`config.mk`:
```
export PLATFORM = sky130hd
export DESIGN_NAME = dual_stack_shared_memory_flat
export DESIGN_NICKNAME = d
export VERILOG_FILES = /design/src/rtl/core/dss_pkg.sv /design/src/rtl/core/dss_if.sv /design/src/rtl/core/dss_ram.sv /design/src/rtl/core/dss_ctrl.sv /design/src/rtl/core/dual_stack_shared_memory.sv /design/src/flat_wrapper.sv
export SDC_FILE = /design/constraint.sdc
export NUM_CORES = 1
export LEC_CHECK = 0
export ABC_AREA = 0
export BUFFER_PORTS_ARGS = -buffer_cell sky130_fd_sc_hd__buf_2
export CAP_MARGIN = 20
export CORE_MARGIN = 4
export CORE_UTILIZATION = 40
export DETAILED_ROUTE_END_ITERATION = 6
export PLACE_DENSITY = 0.6
export SLEW_MARGIN = 5
export SYNTH_ARGS = -nofsm -noshare
export SYNTH_HDL_FRONTEND = slang
export SYNTH_SLANG_ARGS = --single-unit
```
`constraint.sdc`:
```
create_clock -name clk -period 8.4 [get_ports clk]
set_input_delay 0.84 -clock clk [delete_from_list [all_inputs] [get_ports clk]]
set_output_delay 0.84 -clock clk [all_outputs]
set_load 0.01 [all_outputs]
```
`src/rtl/core/dss_pkg.sv`:
```
// Shared operation codes, status codes and types for the dual stack block.
package dss_pkg;

	typedef logic [1:0] mode_t;
	typedef logic [1:0] status_t;

	localparam mode_t MODE_PUSH = 2'd0;
	localparam mode_t MODE_POP  = 2'd1;
	localparam mode_t MODE_DUMP = 2'd2;

	localparam status_t STAT_OK       = 2'd0;
	localparam status_t STAT_OVERFLOW = 2'd1;
	localparam status_t STAT_EMPTY    = 2'd2;

endpackage

```
`src/rtl/core/dss_if.sv`:
```
// Valid/ready channel interfaces for the request and response sides of the dual stack block.
interface dss_req_if
	import dss_pkg::*;
	#(parameter int DATA_WIDTH = 32) ();

	logic                         valid;
	logic                         ready;
	mode_t                        mode;
	logic                         stack_sel;
	logic signed [DATA_WIDTH-1:0] data_in;

	modport source(output valid, mode, stack_sel, data_in, input ready);
	modport sink(input valid, mode, stack_sel, data_in, output ready);

endinterface

interface dss_rsp_if
	import dss_pkg::*;
	#(parameter int DATA_WIDTH = 32) ();

	logic                         valid;
	logic                         ready;
	logic signed [DATA_WIDTH-1:0] data_out;
	status_t                      status;
	logic                         last;

	modport source(output valid, data_out, status, last, input ready);
	modport sink(input valid, data_out, status, last, output ready);

endinterface

```
`src/rtl/core/dss_ram.sv`:
```
// Generic single-clock RAM with one write port and one registered read port.
module dss_ram #(
	parameter int WIDTH = 32,
	parameter int DEPTH = 16
) (
	input  logic                     clk,
	input  logic                     we,
	input  logic [$clog2(DEPTH)-1:0] waddr,
	input  logic [WIDTH-1:0]         wdata,
	input  logic                     re,
	input  logic [$clog2(DEPTH)-1:0] raddr,
	output logic [WIDTH-1:0]         rdata
);

	logic [WIDTH-1:0] mem_q [DEPTH];

	always_ff @(posedge clk) begin
		if (we) begin
			mem_q[waddr] <= wdata;
		end
		if (re) begin
			rdata <= mem_q[raddr];
		end
	end

endmodule

```
`src/rtl/core/dss_ctrl.sv`:
```
// Stack pointers, request sequencing and output register for the dual stack block.
module dss_ctrl
	import dss_pkg::*;
	#(
	parameter int DEPTH      = 16,
	parameter int DATA_WIDTH = 32
) (
	input  logic                     clk,
	input  logic                     arst_n,
	dss_req_if.sink                  req,
	dss_rsp_if.source                rsp,
	output logic                     ram_we,
	output logic [$clog2(DEPTH)-1:0] ram_waddr,
	output logic [DATA_WIDTH-1:0]    ram_wdata,
	output logic                     ram_re,
	output logic [$clog2(DEPTH)-1:0] ram_raddr,
	input  logic [DATA_WIDTH-1:0]    ram_rdata
);

	localparam int AW = $clog2(DEPTH);
	localparam int CW = $clog2(DEPTH + 1);
	localparam logic [CW-1:0] DEPTH_C = CW'(DEPTH);
	localparam logic [CW-1:0] ONE_C   = CW'(1);

	typedef enum logic {
		ST_IDLE,
		ST_DUMP
	} state_t;

	state_t                  state_q;
	logic [CW-1:0]           low_count_q;
	logic [CW-1:0]           high_count_q;
	logic [CW-1:0]           idx_q;
	logic [CW-1:0]           n_q;
	logic                    sel_q;
	logic                    rd_pend_q;
	logic                    pend_last_q;
	logic                    out_valid_q;
	logic [DATA_WIDTH-1:0]   data_q;
	status_t                 status_q;
	logic                    last_q;

	logic                    out_free;
	logic                    accept;
	logic [CW:0]             used_cnt;
	logic                    full;
	logic [CW-1:0]           sel_cnt;
	logic [CW-1:0]           low_top;
	logic [CW-1:0]           high_top;
	logic [CW-1:0]           high_push;
	logic [CW-1:0]           high_bottom;
	logic [CW-1:0]           dump_addr;
	logic [CW-1:0]           idx_next;
	logic                    load;
	logic                    issue;
	logic                    res_set;

	assign out_free    = !out_valid_q || rsp.ready;
	assign req.ready   = (state_q == ST_IDLE) && out_free;
	assign accept      = req.valid && req.ready;
	assign used_cnt    = {1'b0, low_count_q} + {1'b0, high_count_q};
	assign full        = used_cnt >= {1'b0, DEPTH_C};
	assign sel_cnt     = req.stack_sel ? high_count_q : low_count_q;
	assign low_top     = low_count_q - ONE_C;
	assign high_top    = DEPTH_C - high_count_q;
	assign high_push   = DEPTH_C - ONE_C - high_count_q;
	assign high_bottom = DEPTH_C - ONE_C;
	assign dump_addr   = sel_q ? (DEPTH_C - ONE_C - idx_q) : idx_q;
	assign idx_next    = idx_q + ONE_C;
	assign load        = (state_q == ST_DUMP) && rd_pend_q && out_free;
	assign issue       = (state_q == ST_DUMP) && (idx_q != n_q) && (!rd_pend_q || load);
	assign res_set     = load || (accept && ((req.mode == MODE_PUSH) ||
		(((req.mode == MODE_POP) || (req.mode == MODE_DUMP)) && (sel_cnt == '0))));

	assign rsp.valid    = out_valid_q;
	assign rsp.data_out = data_q;
	assign rsp.status   = status_q;
	assign rsp.last     = last_q;

	always_comb begin
		ram_we    = 1'b0;
		ram_waddr = low_count_q[AW-1:0];
		ram_wdata = req.data_in;
		ram_re    = 1'b0;
		ram_raddr = dump_addr[AW-1:0];
		if (accept) begin
			case (req.mode)
				MODE_PUSH: begin
					ram_we    = !full;
					ram_waddr = req.stack_sel ? high_push[AW-1:0] : low_count_q[AW-1:0];
				end
				MODE_POP: begin
					ram_re    = sel_cnt != '0;
					ram_raddr = req.stack_sel ? high_top[AW-1:0] : low_top[AW-1:0];
				end
				MODE_DUMP: begin
					ram_re    = sel_cnt != '0;
					ram_raddr = req.stack_sel ? high_bottom[AW-1:0] : '0;
				end
				default: begin
					ram_re = 1'b0;
				end
			endcase
		end else if (issue) begin
			ram_re = 1'b1;
		end
	end

	always_ff @(posedge clk or negedge arst_n) begin
		if (!arst_n) begin
			state_q      <= ST_IDLE;
			low_count_q  <= '0;
			high_count_q <= '0;
			idx_q        <= '0;
			n_q          <= '0;
			sel_q        <= 1'b0;
			rd_pend_q    <= 1'b0;
			pend_last_q  <= 1'b0;
			out_valid_q  <= 1'b0;
		end else begin
			if (res_set) begin
				out_valid_q <= 1'b1;
			end else if (rsp.ready) begin
				out_valid_q <= 1'b0;
			end
			case (state_q)
				ST_IDLE: begin
					if (accept) begin
						case (req.mode)
							MODE_PUSH: begin
								last_q      <= 1'b1;
								if (full) begin
									data_q   <= '0;
									status_q <= STAT_OVERFLOW;
								end else begin
									data_q   <= req.data_in;
									status_q <= STAT_OK;
									if (req.stack_sel) begin
										high_count_q <= high_count_q + ONE_C;
									end else begin
										low_count_q <= low_count_q + ONE_C;
									end
								end
							end
							MODE_POP, MODE_DUMP: begin
								if (sel_cnt == '0) begin
									last_q      <= 1'b1;
									data_q      <= '0;
									status_q    <= STAT_EMPTY;
								end else begin
									state_q   <= ST_DUMP;
									rd_pend_q <= 1'b1;
									sel_q     <= req.stack_sel;
									if (req.mode == MODE_POP) begin
										pend_last_q <= 1'b1;
										idx_q       <= '0;
										n_q         <= '0;
										if (req.stack_sel) begin
											high_count_q <= high_count_q - ONE_C;
										end else begin
											low_count_q <= low_top;
										end
									end else begin
										pend_last_q <= sel_cnt == ONE_C;
										idx_q       <= ONE_C;
										n_q         <= sel_cnt;
									end
								end
							end
							default: begin
								state_q <= ST_IDLE;
							end
						endcase
					end
				end
				ST_DUMP: begin
					if (load) begin
						data_q      <= ram_rdata;
						status_q    <= STAT_OK;
						last_q      <= pend_last_q;
						if (pend_last_q) begin
							state_q <= ST_IDLE;
						end
					end
					if (issue) begin
						rd_pend_q   <= 1'b1;
						idx_q       <= idx_next;
						pend_last_q <= idx_next == n_q;
					end else if (load) begin
						rd_pend_q <= 1'b0;
					end
				end
				default: begin
					state_q <= ST_IDLE;
				end
			endcase
		end
	end

	assert property (@(posedge clk) disable iff (!arst_n)
		used_cnt <= {1'b0, DEPTH_C})
		else $error("stack counts exceed memory depth");

	assert property (@(posedge clk) disable iff (!arst_n)
		(state_q == ST_IDLE) |-> !rd_pend_q)
		else $error("read pending while idle");

	assert property (@(posedge clk) disable iff (!arst_n)
		ram_we |-> (state_q == ST_IDLE) && !ram_re)
		else $error("memory write overlaps a read sequence");

	assert property (@(posedge clk) disable iff (!arst_n)
		(out_valid_q && status_q != STAT_OK) |-> (data_q == '0) && last_q)
		else $error("error result carries data or is not last");

	assert property (@(posedge clk) disable iff (!arst_n)
		(load && pend_last_q) |=> (state_q == ST_IDLE))
		else $error("sequence did not end after its last result");

endmodule

```
`src/rtl/core/dual_stack_shared_memory.sv`:
```
// Top level of the dual stack block: two stacks sharing one synchronous RAM.
//
//   Channel  Direction  Payload                         Transfer
//   req      in         mode, stack_sel, data_in        req.valid && req.ready
//   rsp      out        data_out, status, last          rsp.valid && rsp.ready
//
// A push, an overflow or an empty result enters the output register straight from the request;
// an unused mode gives no response. A pop reads the RAM, then the result enters the output register.
// A readout of n elements makes one RAM read per element, pipelined.
// Reset empties both stacks at once; RAM contents are not cleared.
// A stalled rsp holds the output register and pauses the read sequence.
module dual_stack_shared_memory #(
	parameter int DEPTH      = 16,
	parameter int DATA_WIDTH = 32
) (
	input  logic      clk,
	input  logic      arst_n,
	dss_req_if.sink   req,
	dss_rsp_if.source rsp
);

	logic                     ram_we;
	logic [$clog2(DEPTH)-1:0] ram_waddr;
	logic [DATA_WIDTH-1:0]    ram_wdata;
	logic                     ram_re;
	logic [$clog2(DEPTH)-1:0] ram_raddr;
	logic [DATA_WIDTH-1:0]    ram_rdata;

	dss_ctrl #(
		.DEPTH      (DEPTH),
		.DATA_WIDTH (DATA_WIDTH)
	) u_ctrl (
		.clk       (clk),
		.arst_n    (arst_n),
		.req       (req),
		.rsp       (rsp),
		.ram_we    (ram_we),
		.ram_waddr (ram_waddr),
		.ram_wdata (ram_wdata),
		.ram_re    (ram_re),
		.ram_raddr (ram_raddr),
		.ram_rdata (ram_rdata)
	);

	dss_ram #(
		.WIDTH (DATA_WIDTH),
		.DEPTH (DEPTH)
	) u_ram (
		.clk   (clk),
		.we    (ram_we),
		.waddr (ram_waddr),
		.wdata (ram_wdata),
		.re    (ram_re),
		.raddr (ram_raddr),
		.rdata (ram_rdata)
	);

endmodule

```
`src/flat_wrapper.sv`:
```
// flat-port wrapper written by rule: the top's interface ports become plain ports
module dual_stack_shared_memory_flat 
#(
	parameter int DEPTH      = 16,
	parameter int DATA_WIDTH = 32
)
  (clk, arst_n, req_valid, req_mode, req_stack_sel, req_data_in, req_ready, rsp_valid, rsp_data_out, rsp_status, rsp_last, rsp_ready);
  dss_req_if #(.DATA_WIDTH(DATA_WIDTH)) req_i ();
  dss_rsp_if #(.DATA_WIDTH(DATA_WIDTH)) rsp_i ();
  input  logic clk;
  input  logic arst_n;
  input wire logic [$bits(req_i.valid)-1:0] req_valid;
  input wire logic [$bits(req_i.mode)-1:0] req_mode;
  input wire logic [$bits(req_i.stack_sel)-1:0] req_stack_sel;
  input wire logic [$bits(req_i.data_in)-1:0] req_data_in;
  output wire logic [$bits(req_i.ready)-1:0] req_ready;
  output wire logic [$bits(rsp_i.valid)-1:0] rsp_valid;
  output wire logic [$bits(rsp_i.data_out)-1:0] rsp_data_out;
  output wire logic [$bits(rsp_i.status)-1:0] rsp_status;
  output wire logic [$bits(rsp_i.last)-1:0] rsp_last;
  input wire logic [$bits(rsp_i.ready)-1:0] rsp_ready;
  assign req_i.valid = req_valid;
  assign req_i.mode = req_mode;
  assign req_i.stack_sel = req_stack_sel;
  assign req_i.data_in = req_data_in;
  assign req_ready = req_i.ready;
  assign rsp_valid = rsp_i.valid;
  assign rsp_data_out = rsp_i.data_out;
  assign rsp_status = rsp_i.status;
  assign rsp_last = rsp_i.last;
  assign rsp_i.ready = rsp_ready;
  dual_stack_shared_memory #(.DEPTH(DEPTH), .DATA_WIDTH(DATA_WIDTH)) u_core (.clk(clk), .arst_n(arst_n), .req(req_i), .rsp(rsp_i));
endmodule
```
==> metrics.txt, run 1 <==
status completed; fin crit share 0.5442; clock network power share 0.254; core area about 0.06 mm^2; Antenna Violating Nets Remaining 0; crit path from req_mode[0]; combinational share of power 0.374; Worst setup SP type input port; initial antenna violation count 1; DRT iter0 DRCs 1328; Area Growth Syn to Fin 13.09%; Cell Int Power around 6.4 mW; r2r setup slk between 4 and 5 ns; register area share after synthesis 0.7393; total number of vias approximately 14k; Top Family by Delay on Critical Path buffers and inverters; Max Root-Sink Buffers 3; Final Max Tran Viols 0; min-delay worst type input port to asynchronous set/reset pin; setup tns final 0 ns; Post-synth top cells edfxtp_1 (579), mux2i_1 (134), a221oi_1 (128); fraction of layout cells with a size suffix above 1 0.1467; WP buf/inv 3; Synth Register Bits between 600 and 700; path type of the worst setup path input port to register; CP required about 8.8 ns; mapped cell area 0.02436 mm^2; Switching Share 0.3704; Remaining DRCs 0; Yosys cell types 58; power density over cell area approximately 370 mW/mm^2; worst setup skew after layout 0.02431 ns; Top FF cell, synth edfxtp_1; Final Hold Fails 0; net switching power 3.792 mW; gpl congestion 0.8090; DR WL/cell around 24 um; relative slew slack 0.2727; EDFF count, synth just under 600; Clock Root Buffer clkbuf_16; critical path capture point type register; number of port buffers 75; Worst Slack Setup Final ~3.8 ns; pre-CTS setup slack approximately 3.3 ns; top post-synthesis cells by area edfxtp_1 (71%), mux2i_1 (5.5%), a221oi_1 (4.6%); Critical Path AT roughly 4.9 ns; Flop pwr share 0.372; max incr delay on CP around 0.9 ns; Post-CTS Hold Fix Bufs 0; GRT Util Overall 0.1794; full die area about 0.065 mm^2; Setup Fix Bufs, Post-CTS 0; area share of the largest cell type after synthesis 0.7136; # setup viols final 0; Clock Pin Slew Worst Setup and Hold Paths roughly 0.060 ns; Lkg Pwr slightly above 9 nW; synthesized area per cell 16.00 um^2; grt ovf 0; CTS resizes 0; Synth async-reset ratio 0.04139; fmax roughly 220 MHz; area of the multi-input gates 0.005956 mm^2; Initial Utilization 0.4036; syn_nets 1578; Synth Instances 1523; Nets 1636; largest net degree at the start of global routing 154; worst path cell trace buf_2 -> inv_1 -> ha_1 -> nand3_2 -> mux2_8 -> buf_4 -> a2111oi_0 -> or4_1; VDD IR max 0.0003355 V; maxcap violations 0; worst r2r src u_core.u_ctrl.state_q$_DFF_PN0_; Crit-path slowest cell buf_4; Synth Warn # 0; floorplan row count 90; DP HPWL 29220 um; via count of the first global-routing pass around 14k; width of the die between 200 and 300 um; first-pass GRT wire length approximately 88000 um; Die Span Y roughly 250 um; # clock sinks roughly 600; Worst-Skew Late Latency 0.63 ns; WL final approximately 59000 um; Fillers 5224; CTS tree done; register area 0.01801 mm^2; Tmin final roughly 4.6 ns; unrepaired setup endpoints after global routing false; IO Count 76; count leader, synth edfxtp_1; Vias/cell ~5.7; critical path fanouts, max between 150 and 200; Least-Margin Pin Slew approximately 1.1 ns; CTS Buf Count 60; H-tree level count 2; post-synth top area cell edfxtp_1; DR pass1 iterations 5
[per-stage QoR]
step / cell area (um^2) / instances / utilization / hold WS (ns) / total power, mW
floorplan: 24360 / 1523 / - / 0.4681 / 6.640
global placement: 25620 / 2297 / 0.4244 / 0.4904 / 7.640
detailed placement: 25650 / 2301 / 0.4249 / 0.4892 / 7.701
CTS: 27550 / 2411 / 0.4564 / 0.2121 / 10.31
global route: 27550 / 2411 / 0.4564 / 0.2692 / 10.80
finish: 27550 / 2412 / 0.4565 / 0.2238 / 10.24
[kinds of logic after synthesis]
| group | count (synthesis) | synth area share |
|---|---|---|
| DFF | 604 | 0.7393 |
| muxes | 138 | 0.05706 |
| buffers and inverters | 125 | 0.02403 |
| xor gates and xnor gates | 27 | 0.009706 |
| AOI/OAI and AO/OA | 352 | 0.1070 |
| and+or+nand+nor | 261 | 0.05433 |
| adders and majority gates | 16 | 0.008525 |
[routing by layer]
metal | wire length (um) | global-route usage | vias up | share of wire
met1 | 25530 | 0.2428 | 6969 | 0.43
met3 | 3085 | 0.02713 | 85 | 0.052
met5 | 0 | 0 | - | 0
met4 | 1398 | 0.05238 | 0 | 0.024
li1 | - | - | 6235 | -
met2 | 28890 | 0.3039 | 398 | 0.49
[layout by cell type (no fill, tap or decap), drive strengths merged, types with 34 or more instances in the layout]
cell type  count
edfxtp       579
nor2b         35
nand2        123
a21oi        107
clkbuf        69
buf          109
mux2i        134
a221oi       128
or4           34
[flip-flops by register name, indices dropped and copies added, names as in the netlist]
| register | cells |
|---|---|
| u_core.u_ctrl.n_q | 5 |
| u_core.u_ctrl.sel_q | 1 |
| u_core.u_ctrl.idx_q | 5 |
| u_core.u_ctrl.state_q | 1 |
| u_core.u_ram.rdata | 32 |
| u_core.u_ctrl.rsp.status | 2 |
| u_core.u_ctrl.low_count_q | 5 |
| u_core.u_ctrl.rsp.data_out | 32 |
| u_core.u_ctrl.rd_pend_q | 1 |
| u_core.u_ctrl.high_count_q | 5 |
| u_core.u_ram.mem_q | 512 |
| u_core.u_ctrl.rsp.last | 1 |
| u_core.u_ctrl.pend_last_q | 1 |
| u_core.u_ctrl.rsp.valid | 1 |
[final timing paths]
kind,to,cells after the start
setup reg to reg,u_core.u_ram.rdata[31]$_DFFE_PP_,7
max in group asynchronous,u_core.u_ctrl.state_q$_DFF_PN0_,1
hold / removal,u_core.u_ctrl.high_count_q[3]$_DFFE_PN0P_,1
hold reg to reg,u_core.u_ctrl.n_q[2]$_DFFE_PN0P_,2
min in group clk,u_core.u_ctrl.n_q[2]$_DFFE_PN0P_,2
setup / recovery,u_core.u_ram.rdata[31]$_DFFE_PP_,8
[power groups by stage]
stage | combinational (mW) | clock [mW] | sequential [mW]
2_1_floorplan | 2.82 | 0 | 3.82
3_3_place_gp | 3.77 | 0 | 3.87
3_5_place_dp | 3.83 | 0 | 3.87
4_1_cts | 3.84 | 2.66 | 3.81
5_1_grt | 4.18 | 2.78 | 3.83
6_report | 3.83 | 2.60 | 3.81
[cell type report]
| class | instances | share of cell area |
|---|---|---|
| antenna | 1 | 0.00009083 |
| clock buffer | 69 | 0.05572 |
| clock inverter | 41 | 0.01335 |
| inverter | 12 | 0.001635 |
| multi-input combinational | 794 | 0.2162 |
| sequential | 604 | 0.6538 |
| tap | 782 | 0.03551 |
| timing repair buffer | 109 | 0.02371 |
Power figures use the tool's default switching activity.
==> run 2, diff against run 1 <==
ABC_AREA = 1   (was 0)
clock period = 4.3 ns   (was 8.4 ns; I/O delays follow)
==> metrics.txt, run 2 <==
Top FF cell, synth edfxtp_1; Synth async-reset ratio 0.04139 (unchanged); GRT met2 Usage 0.3328 (+0.02891); Post-synth top cells nand2_1 (628), nand3_1 (605), edfxtp_1 (579); Remaining DRCs 0 (unchanged); DR pass1 iterations 5 (unchanged); max reg flops 512 (unchanged); Antenna Violating Nets Remaining 0 (unchanged); Max Root-Sink Buffers 3 (unchanged); count leader, synth nand2_1; fraction of layout cells with a size suffix above 1 0.09717 (-0.04955); Synth Register Bits 604 (unchanged); Clock Root Buffer clkbuf_16; EDFF count, synth 579 (unchanged); CTS tree done; Setup Fix Bufs, Post-CTS 0 (unchanged); pre-CTS setup slack 0.8946 ns (-2.448 ns); # setup viols final 0 (unchanged); initial antenna violation count 0 (-1); net switching power 9.770 mW (+160%); mapped cell area 0.02681 mm^2 (+10%); min-delay worst type input port to register; reg-to-reg endpoint u_core.u_ram.mem_q[5][22]$_DFFE_PP_; number of port buffers 75 (unchanged); fin crit share 0.7413; GR Util met3 0.02581 (-0.001315); WHS Endpoint u_core.u_ram.mem_q[3][5]$_DFFE_PP_; power density over cell area 758.2 mW/mm^2 (+100%); largest net degree at the start of global routing 91 (-41%); Placed Cells 3365 (+46%); IO Count 76 (unchanged); n_diodes 0 (-1); syn_nets 2580 (+63%); Pwr Total 22.91 mW (+120%); hold depth 1; first-pass GRT wire length 108100 um (+24%); Finished Layout Cells 3478 (+44%); Top reg by flops u_core.u_ram.mem_q; Register-to-Register Path Depth 9 (+2); path type of the worst setup path register to register; gpl congestion 0.8247 (+1.9%); full die area 0.07123 mm^2 (+9.7%); Synth Warn # 0 (unchanged); Worst-Skew Late Latency 0.63 ns (about the same); worst r2r src u_core.u_ctrl.high_count_q[1]$_DFFE_PN0P_; floorplan row count 94 (+4.4%); Yosys cell types 38 (-34%); relative slew slack 0.4986 (+0.2259); Worst Slack Setup Final 1.112 ns (-2.716 ns); H-tree level count 2 (unchanged); Critical Path AT 3.50 ns (-1.43 ns); maxcap violations 0 (unchanged); Flop pwr share 0.325 (-0.047); met1 usage 0.2640 (+0.02119); post-route cell area 0.03021 mm^2 (+9.7%); CP required 4.61 ns (-4.15 ns); Lkg Pwr 12.13 nW (+31%); Vias/cell 5.307 (-6.5%); status completed; Final Max Tran Viols 0 (unchanged); synthesized area per cell 10.62 um^2 (-34%); commonest non-fill, non-tap cell in the layout nand2_1; Cell Int Power 13.14 mW (+100%); CTS resizes 0 (unchanged); r2r setup slk 1.11 ns (-2.91 ns); total number of vias 18.46k (+35%); Die Span Y 266.9 um (+4.7%); CTS Buf Count 61 (+1.7%); Worst setup SP type register; GRT Util Overall 0.1968 (+0.01736); worst setup skew after layout 0.01305 ns (-0.01126 ns); register area share after synthesis 0.6718 (-0.06749); WL final 70800 um (+20%); hold path start req_data_in[5]; Tmin final 3.188 ns; DRT iter0 DRCs 1650 (+24%); Post-CTS Hold Fix Bufs 1 (+1); fmax 313.7 MHz; most frequent cells in the layout nand2_1 (625), nand3_1 (605), edfxtp_1 (579), inv_1 (322), buf_2 (75); Final Hold Fails 0 (unchanged); # clock sinks 604 (unchanged); Top Usage Layer GRT met2; via count of the first global-routing pass 18.19k (+33%); area share of the largest cell type after synthesis 0.6485 (-0.06514); Clock Pin Slew Worst Setup and Hold Paths 0.06 ns (about the same); setup tns final 0 ns (unchanged); Least-Margin Pin Slew 0.7521 ns (-0.3388 ns); unrepaired setup endpoints after global routing false; Switching Share 0.4265 (+0.05615); core area 0.06610 mm^2 (+9.5%); Area Growth Syn to Fin 12.68%; grt ovf 0 (unchanged); DP HPWL 37750 um (+29%); Initial Utilization 0.4056 (+0.001970); Synth Instances 2525 (+66%); critical path capture point type register; top post-synthesis cells by area edfxtp_1 (65%), nand3_1 (11%), nand2_1 (8.8%); DR WL/cell 20.36 um (-17%); width of the die 266.9 um (+4.7%); Nets 2620 (+60%); critical path fanouts, max 20 (-87%); combinational share of power 0.458 (+0.084); Placement Cell Area 0.02835 mm^2 (+11%); post-synth top area cell edfxtp_1; VDD IR max 0.0008738 V (+160%); clock network power share 0.217 (-0.037)
==> run 2: stage by stage <==
stage | util | hold slack, ns
6_report | 0.4570 | 0.1892
5_1_grt | 0.4570 | 0.1816
4_1_cts | 0.4570 | 0.1582
3_5_place_dp | 0.4289 | 0.4895
3_3_place_gp | 0.4289 | 0.4809
2_1_floorplan | - | 0.1344
==> run 2: worst max path at each step <==
| stage | endpoint | depth (start not counted) | slack (ns) | from |
|---|---|---|---|---|
| 3_3_place_gp | u_core.u_ram.rdata[12]$_DFFE_PP_ | 13 | 0.97 | req_mode[0] |
| 2_1_floorplan | u_core.u_ctrl.rsp.data_out[0]$_DFFE_PP_ | 7 | 0.97 | req_stack_sel |
| 5_1_grt | u_core.u_ram.mem_q[13][13]$_DFFE_PP_ | 10 | 0.90 | u_core.u_ctrl.state_q$_DFF_PN0_ |
| 6_report | u_core.u_ram.mem_q[5][22]$_DFFE_PP_ | 9 | 1.11 | u_core.u_ctrl.high_count_q[1]$_DFFE_PN0P_ |
| 4_1_cts | u_core.u_ram.mem_q[7][21]$_DFFE_PP_ | 9 | 1.10 | u_core.u_ctrl.high_count_q[1]$_DFFE_PN0P_ |
| 3_5_place_dp | u_core.u_ram.rdata[11]$_DFFE_PP_ | 13 | 0.89 | req_mode[0] |
==> run 2: cells by family after synthesis <==
family	synth area share
XOR/XNOR	0.006207
flip-flops	0.6718
adder cells (fa/ha/maj)	0.007747
buffers and inverters	0.07668
AND/OR/NAND/NOR	0.2220
AO/OA/AOI/OAI	0.01559
==> run 2: routing by layer <==
layer	routed length [um]	vias up
li1	-	8605
met1	30280	9105
met2	34320	616
met3	4044	132
met4	2153	0
met5	0	-
==> run 2: layout make-up <==
cell class,instances,area [um^2]
Clock buffer,73,1593
Clock inverter,39,256.5
Fill cell,6037,35890
Inverter,330,1239
Multi-Input combinational cell,1442,6967
Sequential cell,604,18010
Tap cell,864,1081
Timing Repair Buffer,126,1061
==> run 2: critical path, cell delays in order, from the launching register on <==
cell	delay, ns
dfrtp_1	0.47
ha_1	0.30
nand3_1	0.08
nand2_1	0.05
a21oi_1	0.22
o21ai_4	0.07
nor2_1	0.37
nand2_1	0.34
nor2_4	0.66
buf_12	0.29
==> run 2: power groups by stage <==
stage	combinational, mW	clock [mW]	sequential (mW)
global placement	10.3	0	7.56
CTS	10.5	5.06	7.45
global route	11.7	5.33	7.48
detailed placement	10.4	0	7.57
finish	10.5	4.98	7.45
floorplan	7.48	0	7.51
==> run 3, diff against run 2 <==
ABC_AREA = 0   (was 1)
clock period = 3.1 ns   (was 4.3 ns; I/O delays follow)
==> metrics.txt, run 3 (synthesized netlist as in run 1, its figures left out) <==
Worst setup SP type register; Initial Utilization 0.4036 (-0.001970); max reg flops 512 (unchanged); maxcap violations 0 (unchanged); Remaining DRCs 0 (unchanged); crit-path most repeated cell buf_12; GRT Util Overall 0.1857 (-0.01106); worst r2r src u_core.u_ctrl.low_count_q[0]$_DFFE_PN0P_; Clock Pin Slew Worst Setup and Hold Paths 0.07 ns (about the same); Top Family by Delay on Critical Path compound AO/OA/AOI/OAI gates; first-pass GRT wire length 90860 um (-16%); fin crit share 0.9729 (+0.2316); Critical Path Sink u_core.u_ram.rdata[18]$_DFFE_PP_; Tmin final 3.016 ns (-0.1717 ns); WHS 0.06270 ns (-0.1265 ns); grt ovf 0 (unchanged); CTS Buf Count 61 (unchanged); width of the die 254.8 um (-4.5%); IO Count 76 (unchanged); crit path from u_core.u_ctrl.low_count_q[0]$_DFFE_PN0P_; worst path cell trace inv_1 -> ha_1 -> o22a_1 -> a21oi_4 -> buf_12 -> buf_12 -> mux2i_1 -> a221oi_1 -> or4_1; DR pass1 iterations 5 (unchanged); Pwr Total 30.02 mW (+31%); Die Span Y 254.8 um (-4.5%); Placed Cells 2381 (-29%); most frequent cells in the layout edfxtp_1 (579), mux2i_1 (134), a221oi_1 (128), nand2_1 (122), a21oi_1 (106); fmax 331.6 MHz (+5.7%); core area 0.06036 mm^2 (-8.7%); Final Max Tran Viols 0 (unchanged); number of port buffers 75 (unchanged); path type of the worst setup path register to register; reg-to-reg endpoint u_core.u_ram.rdata[18]$_DFFE_PP_; Finished Layout Cells 2496 (-28%); H-tree level count 2 (unchanged); Worst Slack Setup Final 0.08390 ns (-1.028 ns); Crit-path slowest cell or4_1; largest net degree at the start of global routing 48 (-47%); Register-to-Register Path Depth 9 (unchanged); VDD IR max 0.0006241 V (-29%); Top reg by flops u_core.u_ram.mem_q; fraction of layout cells with a size suffix above 1 0.1880 (+0.09081); critical path fanouts, max 47 (+140%); Area Growth Syn to Fin 18.13%; r2r setup slk 0.08 ns (-1.03 ns); # setup viols final 0 (unchanged); status completed; DP HPWL 34370 um (-9.0%); CTS tree done; Antenna Violating Nets Remaining 0 (unchanged); # clock sinks 604 (unchanged); power density over cell area 1043 mW/mm^2 (+38%); Critical Path AT 3.39 ns (-0.11 ns); Clock Root Buffer clkbuf_16; critical path capture point type register; Vias/cell 5.701 (+7.4%); Least-Margin Pin Slew 1.136 ns (+0.3841 ns); total number of vias 14.23k (-23%); min-delay worst type input port to register; Worst-Skew Late Latency 0.64 ns (about the same); number of cells on the critical path 9 (unchanged); pre-CTS setup slack 0.04201 ns (-0.8525 ns); Lkg Pwr 9.864 nW (-19%); DR WL/cell 24.38 um (+20%); Nets 1718 (-34%); via count of the first global-routing pass 14.15k (-22%); max incr delay on CP 0.53 ns (-0.13 ns); Final Hold Fails 0 (unchanged); initial antenna violation count 1 (+1); worst setup skew after layout 0.03186 ns (+0.01881 ns); gpl congestion 0.8336 (+1.1%); WP buf/inv 3 (+2); WL final 60860 um (-14%); Max Root-Sink Buffers 3 (unchanged); unrepaired setup endpoints after global routing false; commonest non-fill, non-tap cell in the layout edfxtp_1; relative slew slack 0.2390 (-0.2596); CP required 3.48 ns (-1.13 ns); Setup Fix Bufs, Post-CTS 0 (unchanged); DRT iter0 DRCs 1184 (-28%); full die area 0.06492 mm^2 (-8.9%); floorplan row count 90 (-4.3%)
## run 3: area by class of cell
type,count,area [um^2]
timing repair buffer,190,1724
clock buffer,67,1549
fill,5138,31580
tap,782,978.4
clock inverter,46,520.5
sequential,604,18010
inverter,12,45.04
multi-input combinational,794,5948
antenna,1,2.502
## run 3: worst min path at each step
| stage | startpoint | to | cells after the start |
|---|---|---|---|
| after floorplan | arst_n | u_core.u_ctrl.high_count_q[0]$_DFFE_PN0P_ | 0 |
| after global placement | arst_n | u_core.u_ctrl.n_q[4]$_DFFE_PN0P_ | 2 |
| after detailed placement | arst_n | u_core.u_ctrl.idx_q[4]$_DFFE_PN0P_ | 2 |
| after CTS | req_data_in[16] | u_core.u_ram.mem_q[2][16]$_DFFE_PP_ | 1 |
| after global routing | req_data_in[12] | u_core.u_ram.mem_q[12][12]$_DFFE_PP_ | 1 |
| final | req_data_in[23] | u_core.u_ram.mem_q[10][23]$_DFFE_PP_ | 1 |
## run 3: repair_timing
item                                    CTS  global route
hold buffers                              1             0
endpoints found under the hold margin    25             0
gates resized for setup                   0             1
endpoints found under the setup margin    0             1
## run 3: where the power goes
part | switching [mW] | total (mW) | internal, mW
Sequential | 0.317 | 10.2 | 9.90
Combinational | 7.35 | 12.3 | 4.91
Clock | 3.10 | 7.53 | 4.43
## run 3: layer usage
layer,global-route usage,vias to the layer above,share of wire
met5,0,-,0
met4,0.05051,0,0.024
met3,0.03059,102,0.061
met2,0.3014,487,0.47
met1,0.2630,7251,0.44
li1,-,6390,-
## run 3: per-stage QoR
step	TNS, ns	util	cell area, um^2
after floorplan	-162.67	-	24370
after global placement	0	0.4422	26690
after detailed placement	0	0.4422	26690
after CTS	0	0.4767	28770
after global routing	0	0.4768	28780
final	0	0.4768	28780
